File: src/design/vlhe_pkg.sv
// Types, constants and helper functions shared by the variable-length Hamming
// encoder pipeline. No dependencies.
package vlhe_pkg;

	localparam int DATA_W = 57;
	localparam int LEN_W = 6;
	localparam int CW_W = 63;
	localparam int PAR_W = 3;
	localparam int NPAR = 6;
	localparam int MAX_DATA_BITS_DEF = 57;

	typedef struct packed {
		logic [DATA_W-1:0] data_bits;
		logic [LEN_W-1:0] data_len;
	} cmd_t;

	typedef struct packed {
		logic [CW_W-1:0] codeword;
		logic [LEN_W-1:0] code_len;
		logic [PAR_W-1:0] parity_count;
	} result_t;

	// stage 1 -> stage 2: clamped length and masked data
	typedef struct packed {
		logic [DATA_W-1:0] data;
		logic [LEN_W-1:0] len;
	} prep_t;

	// stage 2 -> stage 3: data-only codeword plus length info
	typedef struct packed {
		logic [CW_W-1:0] cw;
		logic [LEN_W-1:0] code_len;
		logic [PAR_W-1:0] parity_count;
	} scat_t;

	// fewest p >= 1 with 2^p >= m + p + 1
	function automatic logic [PAR_W-1:0] parity_count_f(input logic [LEN_W-1:0] m);
		logic [PAR_W-1:0] p;
		p = PAR_W'(NPAR);
		if (m <= LEN_W'(26)) p = PAR_W'(5);
		if (m <= LEN_W'(11)) p = PAR_W'(4);
		if (m <= LEN_W'(4)) p = PAR_W'(3);
		if (m <= LEN_W'(1)) p = PAR_W'(2);
		if (m == LEN_W'(0)) p = PAR_W'(1);
		return p;
	endfunction

	// data bit j goes to the j-th position that is not a power of two
	function automatic logic [CW_W-1:0] scatter_f(input logic [DATA_W-1:0] d);
		logic [CW_W-1:0] cw;
		int di;
		cw = '0;
		di = 0;
		for (int pos = 1; pos <= CW_W; pos++) begin
			if ((pos & (pos - 1)) != 0) begin
				cw[pos-1] = d[di];
				di++;
			end
		end
		return cw;
	endfunction

	// positions covered by parity bit i, parity position itself excluded
	function automatic logic [CW_W-1:0] cover_mask_f(input int i);
		logic [CW_W-1:0] m;
		m = '0;
		for (int pos = 1; pos <= CW_W; pos++)
			if (((pos >> i) & 1) != 0 && pos != (1 << i))
				m[pos-1] = 1'b1;
		return m;
	endfunction

endpackage

File: src/design/variable_length_hamming_encoder.sv
// Variable-length even-parity Hamming encoder, top level.
// Depends on vlhe_pkg, vlhe_prep, vlhe_scatter, vlhe_parity.
//
// Usage:
//   A word is transferred in when start is high at a rising clock edge;
//   busy is always low, so a new word may be offered every cycle.
//   cmd.data_len above MAX_DATA_BITS is clamped, and data bits at or above
//   the effective length are ignored.
//   Each word gives exactly one result, shown on result for one cycle with
//   done high, once the word has passed through all three register stages
//   (the result is registered at the end of the parity stage).
//   Throughput is one word per cycle; the three register stages are
//   clamp/mask, data scatter with parity-count lookup, and parity XOR.
//   The receiver cannot stall: every result must be taken while done is high.
//   Reset (arst_n low) clears all stage valid bits at once; words in flight
//   are dropped and no result appears until a new word is transferred.
module variable_length_hamming_encoder import vlhe_pkg::*; #(
	parameter int MAX_DATA_BITS = MAX_DATA_BITS_DEF
) (
	input  logic clk,
	input  logic arst_n,
	input  logic start,
	output logic busy,
	input  cmd_t cmd,
	output logic done,
	output result_t result
);

	logic vld_s1;
	logic vld_s2;
	prep_t prep_s1;
	scat_t scat_s2;

	assign busy = 1'b0;

	vlhe_prep #(
		.MAX_DATA_BITS(MAX_DATA_BITS)
	) u_prep (
		.clk(clk),
		.arst_n(arst_n),
		.in_vld(start),
		.cmd(cmd),
		.vld_s1(vld_s1),
		.prep_s1(prep_s1)
	);

	vlhe_scatter u_scatter (
		.clk(clk),
		.arst_n(arst_n),
		.vld_s1(vld_s1),
		.prep_s1(prep_s1),
		.vld_s2(vld_s2),
		.scat_s2(scat_s2)
	);

	vlhe_parity u_parity (
		.clk(clk),
		.arst_n(arst_n),
		.vld_s2(vld_s2),
		.scat_s2(scat_s2),
		.vld_s3(done),
		.res_s3(result)
	);

endmodule

File: src/design/vlhe_prep.sv
// Stage 1: clamps the data length and clears data bits above it.
// Depends on vlhe_pkg.
module vlhe_prep import vlhe_pkg::*; #(
	parameter int MAX_DATA_BITS = MAX_DATA_BITS_DEF
) (
	input  logic clk,
	input  logic arst_n,
	input  logic in_vld,
	input  cmd_t cmd,
	output logic vld_s1,
	output prep_t prep_s1
);

	logic [LEN_W-1:0] len;
	logic [DATA_W-1:0] mask;

	always_comb begin
		len = (cmd.data_len > LEN_W'(MAX_DATA_BITS)) ? LEN_W'(MAX_DATA_BITS) : cmd.data_len;
		for (int j = 0; j < DATA_W; j++)
			mask[j] = (LEN_W'(j) < len);
	end

	always_ff @(posedge clk or negedge arst_n) begin
		if (!arst_n) begin
			vld_s1 <= 1'b0;
		end else begin
			vld_s1 <= in_vld;
		end
	end

	always_ff @(posedge clk) begin
		if (in_vld) begin
			prep_s1.data <= cmd.data_bits & mask;
			prep_s1.len <= len;
		end
	end

endmodule

File: src/design/vlhe_scatter.sv
// Stage 2: places data bits at non-power-of-two positions and sizes the code.
// Depends on vlhe_pkg.
module vlhe_scatter import vlhe_pkg::*; (
	input  logic clk,
	input  logic arst_n,
	input  logic vld_s1,
	input  prep_t prep_s1,
	output logic vld_s2,
	output scat_t scat_s2
);

	logic [PAR_W-1:0] p;

	assign p = parity_count_f(prep_s1.len);

	always_ff @(posedge clk or negedge arst_n) begin
		if (!arst_n) begin
			vld_s2 <= 1'b0;
		end else begin
			vld_s2 <= vld_s1;
		end
	end

	always_ff @(posedge clk) begin
		if (vld_s1) begin
			scat_s2.cw <= scatter_f(prep_s1.data);
			scat_s2.code_len <= prep_s1.len + LEN_W'(p);
			scat_s2.parity_count <= p;
		end
	end

endmodule

File: src/design/vlhe_parity.sv
// Stage 3: even parity over each coverage group, inserted at positions 2^i.
// Depends on vlhe_pkg.
module vlhe_parity import vlhe_pkg::*; (
	input  logic clk,
	input  logic arst_n,
	input  logic vld_s2,
	input  scat_t scat_s2,
	output logic vld_s3,
	output result_t res_s3
);

	logic [CW_W-1:0] cw;

	// groups beyond the parity count cover only positions above code_len,
	// which hold zero, so their parity comes out zero by itself
	always_comb begin
		cw = scat_s2.cw;
		for (int i = 0; i < NPAR; i++)
			cw[(1 << i) - 1] = ^(scat_s2.cw & cover_mask_f(i));
	end

	always_ff @(posedge clk or negedge arst_n) begin
		if (!arst_n) begin
			vld_s3 <= 1'b0;
		end else begin
			vld_s3 <= vld_s2;
		end
	end

	always_ff @(posedge clk) begin
		if (vld_s2) begin
			res_s3.codeword <= cw;
			res_s3.code_len <= scat_s2.code_len;
			res_s3.parity_count <= scat_s2.parity_count;
		end
	end

endmodule
File: config.mk
export PLATFORM = sky130hd
export DESIGN_NAME = variable_length_hamming_encoder
export DESIGN_NICKNAME = d
export VERILOG_FILES = /design/src/design/vlhe_pkg.sv /design/src/design/variable_length_hamming_encoder.sv /design/src/design/vlhe_prep.sv /design/src/design/vlhe_scatter.sv /design/src/design/vlhe_parity.sv
export SDC_FILE = /design/constraint.sdc
export NUM_CORES = 1
export LEC_CHECK = 0
export BUFFER_PORTS_ARGS = -buffer_cell sky130_fd_sc_hd__buf_2
export CAP_MARGIN = 20
export CORE_AREA = 3 3 123 125
export DETAILED_ROUTE_END_ITERATION = 10
export DIE_AREA = 0 0 126 128
export PLACE_DENSITY = 0.91
export SLEW_MARGIN = 20
export SYNTH_ARGS = -nofsm -noshare
export SYNTH_HDL_FRONTEND = slang
export SYNTH_HIERARCHICAL = 1
export SYNTH_SLANG_ARGS = --single-unit
File: constraint.sdc
create_clock -name clk -period 5.65 [get_ports clk]
set_input_delay 1.13 -clock clk [delete_from_list [all_inputs] [get_ports clk]]
set_output_delay 1.13 -clock clk [all_outputs]
set_load 0.02 [all_outputs]
Yosys cells after proc, flatten, opt, wreduce, memory -nomap -nowiden
Index checks and enable logic that the tools add are counted.
{"block": "totals", "reg_bits": 204, "out_inout_bits": 74, "input_bits": 66, "word_cells": 423}
{"block": "classes", "n_addsub": 56, "n_reduce_logical": 7, "bitwise": 1, "n_lt_le_gt_ge": 118, "mux": 230}
{"cell": "less-than comparator 32 x 8 -> 1 bit, second input constant", "n": 56}
{"cell": "2-to-1 mux 32 bit", "n": 56}
{"cell": "adder 32 x 2 -> 32 bit, second input constant", "n": 55}
{"cell": "XOR reduction 63 bit", "n": 6}
{"cell": "binary-select mux 1 bit (select 6 bit)", "n": 56}
{"cell": "less-than comparator 6 bit, first input constant", "n": 25}
{"cell": "2-to-1 mux 1 bit", "n": 112}
{"cell": "less-than comparator 5 x 6 -> 1 bit, first input constant", "n": 16}
{"cell": "bitwise AND 57 bit", "n": 1}
{"cell": "less-than comparator 4 x 6 -> 1 bit, first input constant", "n": 8}
{"cell": "less-than comparator 3 x 6 -> 1 bit, first input constant", "n": 4}
{"cell": "less-than comparator 1 x 6 -> 1 bit, first input constant", "n": 2}
{"cell": "less-than comparator 2 x 6 -> 1 bit, first input constant", "n": 2}
{"cell": "2-to-1 mux 3 bit", "n": 4}
{"cell": "adder 6 x 3 -> 6 bit", "n": 1}
{"cell": "greater-than comparator 6 bit, second input constant", "n": 1}
{"cell": "<= comparator 6 x 1 -> 1 bit, second input constant", "n": 1}
{"cell": "<= comparator 6 x 3 -> 1 bit, second input constant", "n": 1}
{"cell": "<= comparator 6 x 4 -> 1 bit, second input constant", "n": 1}
{"cell": "<= comparator 6 x 5 -> 1 bit, second input constant", "n": 1}
{"cell": "logical NOT 6 bit", "n": 1}
{"cell": "2-to-1 mux 6 bit", "n": 1}
{"cell": "2-to-1 mux 2 bit", "n": 1}

Depth between registers and ports, before layout
Gate-level depths: netlist (run 1).
{"block": "depth", "word_depth": 114, "depth_mapped": 10, "mapped_depth_nobuf": 9}

By module
The synthesis (run 1) kept the hierarchy.
{"mod": "vlhe_parity", "seq_area_each_um2": 2187.1, "instances": 1, "cells_per_inst": 159, "area_per_inst_um2": 3326.9}
{"mod": "vlhe_prep", "seq_area_each_um2": 1916.8, "instances": 1, "cells_per_inst": 218, "area_per_inst_um2": 2733.9}
{"mod": "vlhe_scatter", "seq_area_each_um2": 2006.9, "instances": 1, "cells_per_inst": 112, "area_per_inst_um2": 2329.7}
{"mod": "variable_length_hamming_encoder", "seq_area_each_um2": 0.0, "instances": 1, "cells_per_inst": 2, "area_per_inst_um2": 11.3}

Worst setup path before layout (run 1)
OpenSTA, ideal clock, no wires.
{"block": "synth_timing", "path_type": "reg-to-reg", "start": "register u_scatter.vld_s2", "end": "register u_parity/res_s3[0] (netlist bit), enable pin", "setup_slack_ns": 3.459, "period_less_slack_ns": 2.191, "n_path_buf": 0, "required_time_ns": 5.220, "path_stages_with_launch": 1, "arrival_time_ns": 1.761, "setup_ns": 0.430, "path_cell_list": "dfrtp_1"}
{"item": "start, declared", "line_no": "vlhe_scatter.sv:8", "source": "output logic vld_s2,"}
{"item": "start signal, assigned", "line_no": "vlhe_scatter.sv:20", "source": "vld_s2 <= vld_s1;"}
{"item": "end, declared", "line_no": "vlhe_parity.sv:9", "source": "output result_t res_s3"}
No word-level cell between the ends.

Final worst setup path (run 1)
{"block": "layout_timing", "start": "register, netlist name u_prep/prep_s1[3]", "end": "register, netlist name u_scatter/scat_s2[7]"}
{"block": "layout_between", "elab_chain_len": 7, "elab_cells_between_ends": 11, "classes_between": "1 x add/sub; 4 x order compare; 5 x mux; 1 x reduce/logical"}
{"item": "<= comparator 6 x 5 -> 1 bit", "line_no": "vlhe_pkg.sv:40", "source": "if (m <= LEN_W'(26)) p = PAR_W'(5);"}
{"item": "2-to-1 mux 2 bit", "line_no": "vlhe_pkg.sv:40"}
{"item": "2-to-1 mux 3 bit", "line_no": "vlhe_pkg.sv:41", "source": "if (m <= LEN_W'(11)) p = PAR_W'(4);"}
{"item": "2-to-1 mux 3 bit", "line_no": "vlhe_pkg.sv:42", "source": "if (m <= LEN_W'(4)) p = PAR_W'(3);"}
{"item": "2-to-1 mux 3 bit", "line_no": "vlhe_pkg.sv:43", "source": "if (m <= LEN_W'(1)) p = PAR_W'(2);"}
{"item": "2-to-1 mux 3 bit (*)", "line_no": "vlhe_pkg.sv:44", "source": "if (m == LEN_W'(0)) p = PAR_W'(1);"}
{"item": "named net u_scatter.p[0]", "line_no": "vlhe_scatter.sv:12", "source": "logic [PAR_W-1:0] p;"}
{"item": "adder 6 x 3 -> 6 bit (*)", "line_no": "vlhe_scatter.sv:27", "source": "scat_s2.code_len <= prep_s1.len + LEN_W'(p);"}
The timed path passes the listed nets; every way through them passes the cells marked *.
A chain may end at the register's enable or synchronous reset.

==> summary.txt, run 1 <==
Drt
  – Pre-antenna DRT Iters: 5
  – Routed len/inst: 22.41 microns
  – DR iter-0 viols: 453
  – Via count: 4630
  – Drt total wl: 18270 microns
  – Antenna-violating nets left: 0
  – DR vias/cell: 5.681
  – Post-route DRC violation count: 0

Power
  – Power Total: 3.994 mW
  – Max IR drop VDD: 0.1958 mV
  – Cell Pwr Density: 410.8 nW/um^2
  – Pleak: 3.775 nW

Flow run
  – Max-cap violations: 0

Cells and area
  – Fin util: 0.6949
  – Syn-to-layout area delta: 16.37%
  – NumNets Final: 695
  – Layout cells sized above 1: 0.2713

Critical path
  – Crit path arrival time: 2.57 ns
  – Max FO, Critical Path: 9
  – Critical path startpoint category: flop
  – Cell-by-cell trace of the critical path: nand2b_1 -> a21oi_1 -> a221o_1 -> ha_1 -> inv_1 -> fa_1 -> nor2b_1 -> o21ai_0 -> xnor2_1
  – Top delay family on crit path: adder cells
  – Slowest CP cell: edfxtp_1
  – Crit path buf inv count: 1
  – WP data required: 5.86 ns
  – Critical path class: flop to flop
  – Crit. End Element: flop
  – Max stage delay on crit path: 0.50 ns

Outcome
  – Status: complete, no violations

Synthesis
  – Mapped Area: 8353 sq um
  – Yosys warns: 6
  – Mean Syn Cell Area: 17.26 sq um
  – Syn_nets: 554
  – Mapped Cells: 484

Die
  – Die width: 126 microns
  – Die ar.: 16130 sq um
  – Initial cell density of the core: 0.5971
  – # IOs: 140
  – Core Box Area: 13990 sq um
  – Num rows: 43
  – Die Span Y: 128 microns

STA
  – Max Slew Vio Count: 0
  – Setup Skew: 0.01067 ns
  – Tmin final: 2.358 ns
  – Measured slew at the worst slew-check pin: 0.8050 ns
  – RSZ-0062 raised after global routing: no
  – Slew margin rel.: 0.4633
  – Setup TNS Final: 0 ns
  – Final setup viols: 0
  – Tcrit/Tclk final: 0.4173
  – Final Hold Vio Count: 0
  – Fmax: 0.4242 GHz

Clock network
  – CTS tree: built
  – Post-CTS Hold Buffers: 0
  – Root Buffer: clkbuf_16
  – Total CTS buffers: 19
  – Worst skew pair latency: 0.48 ns
  – Clk slew on worst S/H paths: 0.06 ns
  – # H-tree levels: 1
  – Cts repair resizes: 0
  – Setup Fix Bufs, Post-CTS: 0
  – Clk sinks: 204
  – Max Buffers Root-to-Sink: 3

GRT
  – Initial antenna violation count: 1
  – Vias in the first global route: 4573
  – GRT Total Usage: 0.2212
  – Grt total ovfl: 0
  – Largest net degree at the start of global routing: 65
  – First-pass GRT wire length: 26740 microns

Placement
  – RD Place Congestion: 0.8880
  – PortBufs: 138
  – DPL Wire Length: 12450 microns

Hold path
  – Worst Hold Class: flop to flop
## layout by cell type (no fill, tap or decap), types with 4 or more instances in the layout
master	n
a21oi_1	19
nor2b_1	4
xnor2_1	50
nand3_1	15
inv_1	8
nor3_1	5
nor2_1	18
xnor3_1	21
xor2_1	11
a21boi_0	14
clkbuf_1	7
edfxtp_1	201
buf_2	138
clkbuf_16	19
nand2_1	30
o21ai_0	19
xor3_1	4
## sequential cells by signal, summed over array words and instances (netlist names)
name               cells
u_parity/res_s3       72
u_prep/prep_s1        63
u_prep/vld_s1          1
u_parity/vld_s3        1
u_scatter/scat_s2     66
u_scatter/vld_s2       1
## metal layers
layer,vias to the layer above,track usage,wire length [microns]
li1,2075,-,-
met5,-,0,0
met1,2213,0.2756,6506
met3,46,0.04375,1608
met4,0,0.08833,637
met2,296,0.3850,9513
## path summary, 6_finish.rpt
path,from,to,slack (ns),cells after the start
worst max-delay path,u_prep/prep_s1[3],u_scatter/scat_s2[7],3.29,9
worst min-delay path,u_prep/prep_s1[28],u_scatter/scat_s2[36],0.41,0
worst max register to register,u_prep/prep_s1[3],u_scatter/scat_s2[7],3.29,9
worst min register to register,u_prep/prep_s1[28],u_scatter/scat_s2[36],0.41,0
max in group asynchronous,arst_n,u_scatter/vld_s2,5.08,1
min in group asynchronous,arst_n,u_prep/vld_s1,0.44,1
## area by class of cell
class	instances	area, sq um
fillers	884	4268
clock buffers	27	515.5
clock inverters	3	42.54
multi-input cells	251	2078
well taps	180	225.2
inverters	8	30.03
diodes	1	2.502
flip-flops and latches	204	6113
repair buffers	141	713.2
## power breakdown
group	total, mW	internal [mW]	switching [mW]
Clock	1.17	0.677	0.493
Sequential	1.96	1.87	0.0887
Combinational	0.862	0.470	0.392
## through the flow
stage                     std cells  cell area [sq um]  hold WS (ns)  worst slack (ns)
after floorplan                 484               8353        0.4003             3.459
after global placement          784               9160        0.4043             3.229
after detailed placement        784               9160        0.4045             3.053
after CTS                       814               9718        0.4099             3.315
after global routing            815               9721        0.4186             3.169
final                           815               9721        0.4107             3.292
Note: power is estimated with default switching activity, not from simulation.
==> run 2: changes to the inputs <==
- ABC_AREA: default -> 1
- CORE_AREA: 3 3 123 125 -> 3 3 134 136
- DIE_AREA: 0 0 126 128 -> 0 0 137 139
- PLACE_DENSITY: 0.91 -> 0.86
- clock period: 5.65 -> 2.3 ns (I/O delays scaled with it)
==> summary.txt, run 2 <==
GRT
  – Vias in the first global route: 6514 (+42%)
  – Grt total ovfl: 0 (unchanged)
  – Initial antenna violation count: 0 (-1)
  – GRT Total Usage: 0.2219 (+0.0007759)
  – Largest net degree at the start of global routing: 48 (-26%)
  – First-pass GRT wire length: 32660 microns (+22%)

Drt
  – Antenna-violating nets left: 0 (unchanged)
  – DR vias/cell: 5.202 (-8.4%)
  – Pre-antenna DRT Iters: 5 (unchanged)
  – Drt total wl: 20760 microns (+14%)
  – Via count: 6539 (+41%)
  – Post-route DRC violation count: 0 (unchanged)
  – DR iter-0 viols: 427 (-5.7%)
  – Routed len/inst: 16.52 microns (-26%)

STA
  – Slew margin rel.: 0.6121 (+0.1488)
  – Tcrit/Tclk final: 0.9811 (+0.5638)
  – Max Slew Vio Count: 0 (unchanged)
  – Setup Skew: 0.009287 ns (-0.001387 ns)
  – Setup WS post-layout: 0.04358 ns (-3.249 ns)
  – Fmax: 0.4432 GHz (+4.5%)
  – Measured slew at the worst slew-check pin: 0.5813 ns (-0.2238 ns)
  – Setup TNS Final: 0 ns (unchanged)
  – Tmin final: 2.256 ns (-0.1012 ns)
  – Final Hold Vio Count: 0 (unchanged)
  – RSZ-0062 raised after global routing: no
  – Final setup viols: 0 (unchanged)

Cells and area
  – NumNets Final: 1086 (+56%)
  – Fin cells: 1257 (+54%)
  – Commonest cells after routing, fill and taps aside: nand2_1, edfxtp_1, buf_2, inv_1, nor2_1
  – Most common cell after layout, fill and taps aside: nand2_1
  – Syn-to-layout area delta: 17.14%
  – Biggest regs: u_parity/res_s3 (72), u_scatter/scat_s2 (66), u_prep/prep_s1 (63)
  – Largest Register: u_parity/res_s3
  – Layout cells sized above 1: 0.2209 (-0.05036)
  – Largest register FFs: 72 (unchanged)
  – Layout fillers: 1272 (+44%)
  – Diodes inserted: 0 (-1)

Power
  – Cell Pwr Density: 921.0 nW/um^2 (+120%)
  – Max IR drop VDD: 0.5743 mV (+190%)
  – Pleak: 4.918 nW (+30%)

Die
  – # IOs: 140 (unchanged)
  – Die ar.: 19040 sq um (+18%)
  – Die Span Y: 139 microns (+8.6%)
  – Initial cell density of the core: 0.5561 (-0.04102)
  – Num rows: 48 (+12%)
  – Core Box Area: 17060 sq um (+22%)
  – Die width: 137 microns (+8.7%)

Clock network
  – Worst skew pair latency: 0.50 ns (+0.02 ns)
  – Root Buffer: clkbuf_16
  – Clk slew on worst S/H paths: 0.06 ns (about the same)
  – # H-tree levels: 1 (unchanged)
  – Clk sinks: 204 (unchanged)
  – Total CTS buffers: 22 (+3)
  – CTS tree: built
  – Max Buffers Root-to-Sink: 3 (unchanged)

Critical path
  – Critical path startpoint category: flop
  – WP data required: 2.54 ns (-3.32 ns)
  – Crit. End Element: flop
  – Max FO, Critical Path: 4 (-5)
  – Crit path arrival time: 2.50 ns (-0.07 ns)
  – Critical path class: flop to flop

Placement
  – DP Cell Count: 1215 (+55%)
  – DPL Wire Length: 15050 microns (+21%)
  – RD Place Congestion: 0.8872 (about the same)
  – Place WS: 0.07382 ns (-2.979 ns)
  – PortBufs: 138 (unchanged)

Synthesis
  – Yosys warns: 6 (unchanged)
  – Mean Syn Cell Area: 11.00 sq um (-36%)
  – Mapped Area: 9485 sq um (+14%)
  – Syn_nets: 932 (+68%)
  – Mapped Cells: 862 (+78%)

Outcome
  – Status: complete, no violations

Hold path
  – Worst Hold Class: input port to flop

Flow run
  – Max-cap violations: 0 (unchanged)
[run 2: area by class of cell]
type	count	area (sq um)	area share
sequential	204	6113	0.5502
multi-input combinational	548	2894	0.2605
timing repair buffer	146	765.7	0.06892
clock buffer	33	643.1	0.05788
inverter	94	354.1	0.03187
tap	225	281.5	0.02534
clock inverter	7	58.81	0.005293
[run 2: path summary, 6_finish.rpt]
check	start	to	slack, ns	depth (start not counted)
max	u_prep/prep_s1[4]	u_scatter/scat_s2[7]	0.04	12
min	cmd[54]	u_prep/prep_s1[54]	0.25	3
max reg2reg	u_prep/prep_s1[4]	u_scatter/scat_s2[7]	0.04	12
min reg2reg	u_prep/prep_s1[28]	u_scatter/scat_s2[36]	0.41	0
max in group asynchronous	arst_n	u_scatter/vld_s2	1.88	2
min in group asynchronous	arst_n	u_parity/vld_s3	0.29	2
[run 2: timing repair]
item,4_1_cts,5_1_grt
hold endpoints to repair,3,0
resized for setup,0,1
hold buffers,1,0
setup buffers,0,1
endpoints found under the setup margin,0,1
[run 2: worst max-delay path: stages, from the launching register on]
cell,delay (ns)
edfxtp_1,0.45
nor2_2,0.17
inv_2,0.08
nor2_2,0.10
nand2_2,0.10
nand2_1,0.09
nand2_1,0.05
nand2_1,0.07
ha_1,0.17
inv_1,0.06
fa_1,0.40
o21ai_1,0.18
xor2_1,0.08
[run 2: layer usage]
metal / vias to the layer above / wire length [microns] / GRT usage
met2: 344 / 10740 / 0.3881
met3: 69 / 1791 / 0.03302
li1: 3119 / - / -
met5: - / 0 / 0
met1: 3007 / 7406 / 0.2703
met4: 0 / 823 / 0.09926
[run 2: power breakdown]
part / leakage, nW / internal, mW / switching (mW)
Clock: 0.340 / 2.04 / 1.35
Combinational: 2.58 / 0.752 / 1.33
Sequential: 2.00 / 4.53 / 0.230
Total: 4.92 / 7.32 / 2.92
[run 2: through the flow]
| step | hold WS (ns) | utilization | total power [mW] | instance area (sq um) |
|---|---|---|---|---|
| finish | 0.2459 | 0.6514 | 10.23 | 11110 |
| global route | 0.2509 | 0.6514 | 10.75 | 11110 |
| CTS | 0.2323 | 0.6510 | 10.27 | 11100 |
| detailed placement | 0.2675 | 0.6092 | 6.877 | 10390 |
| global placement | 0.2617 | 0.6092 | 6.768 | 10390 |
| floorplan | 0.1644 | - | 6.294 | 9485 |
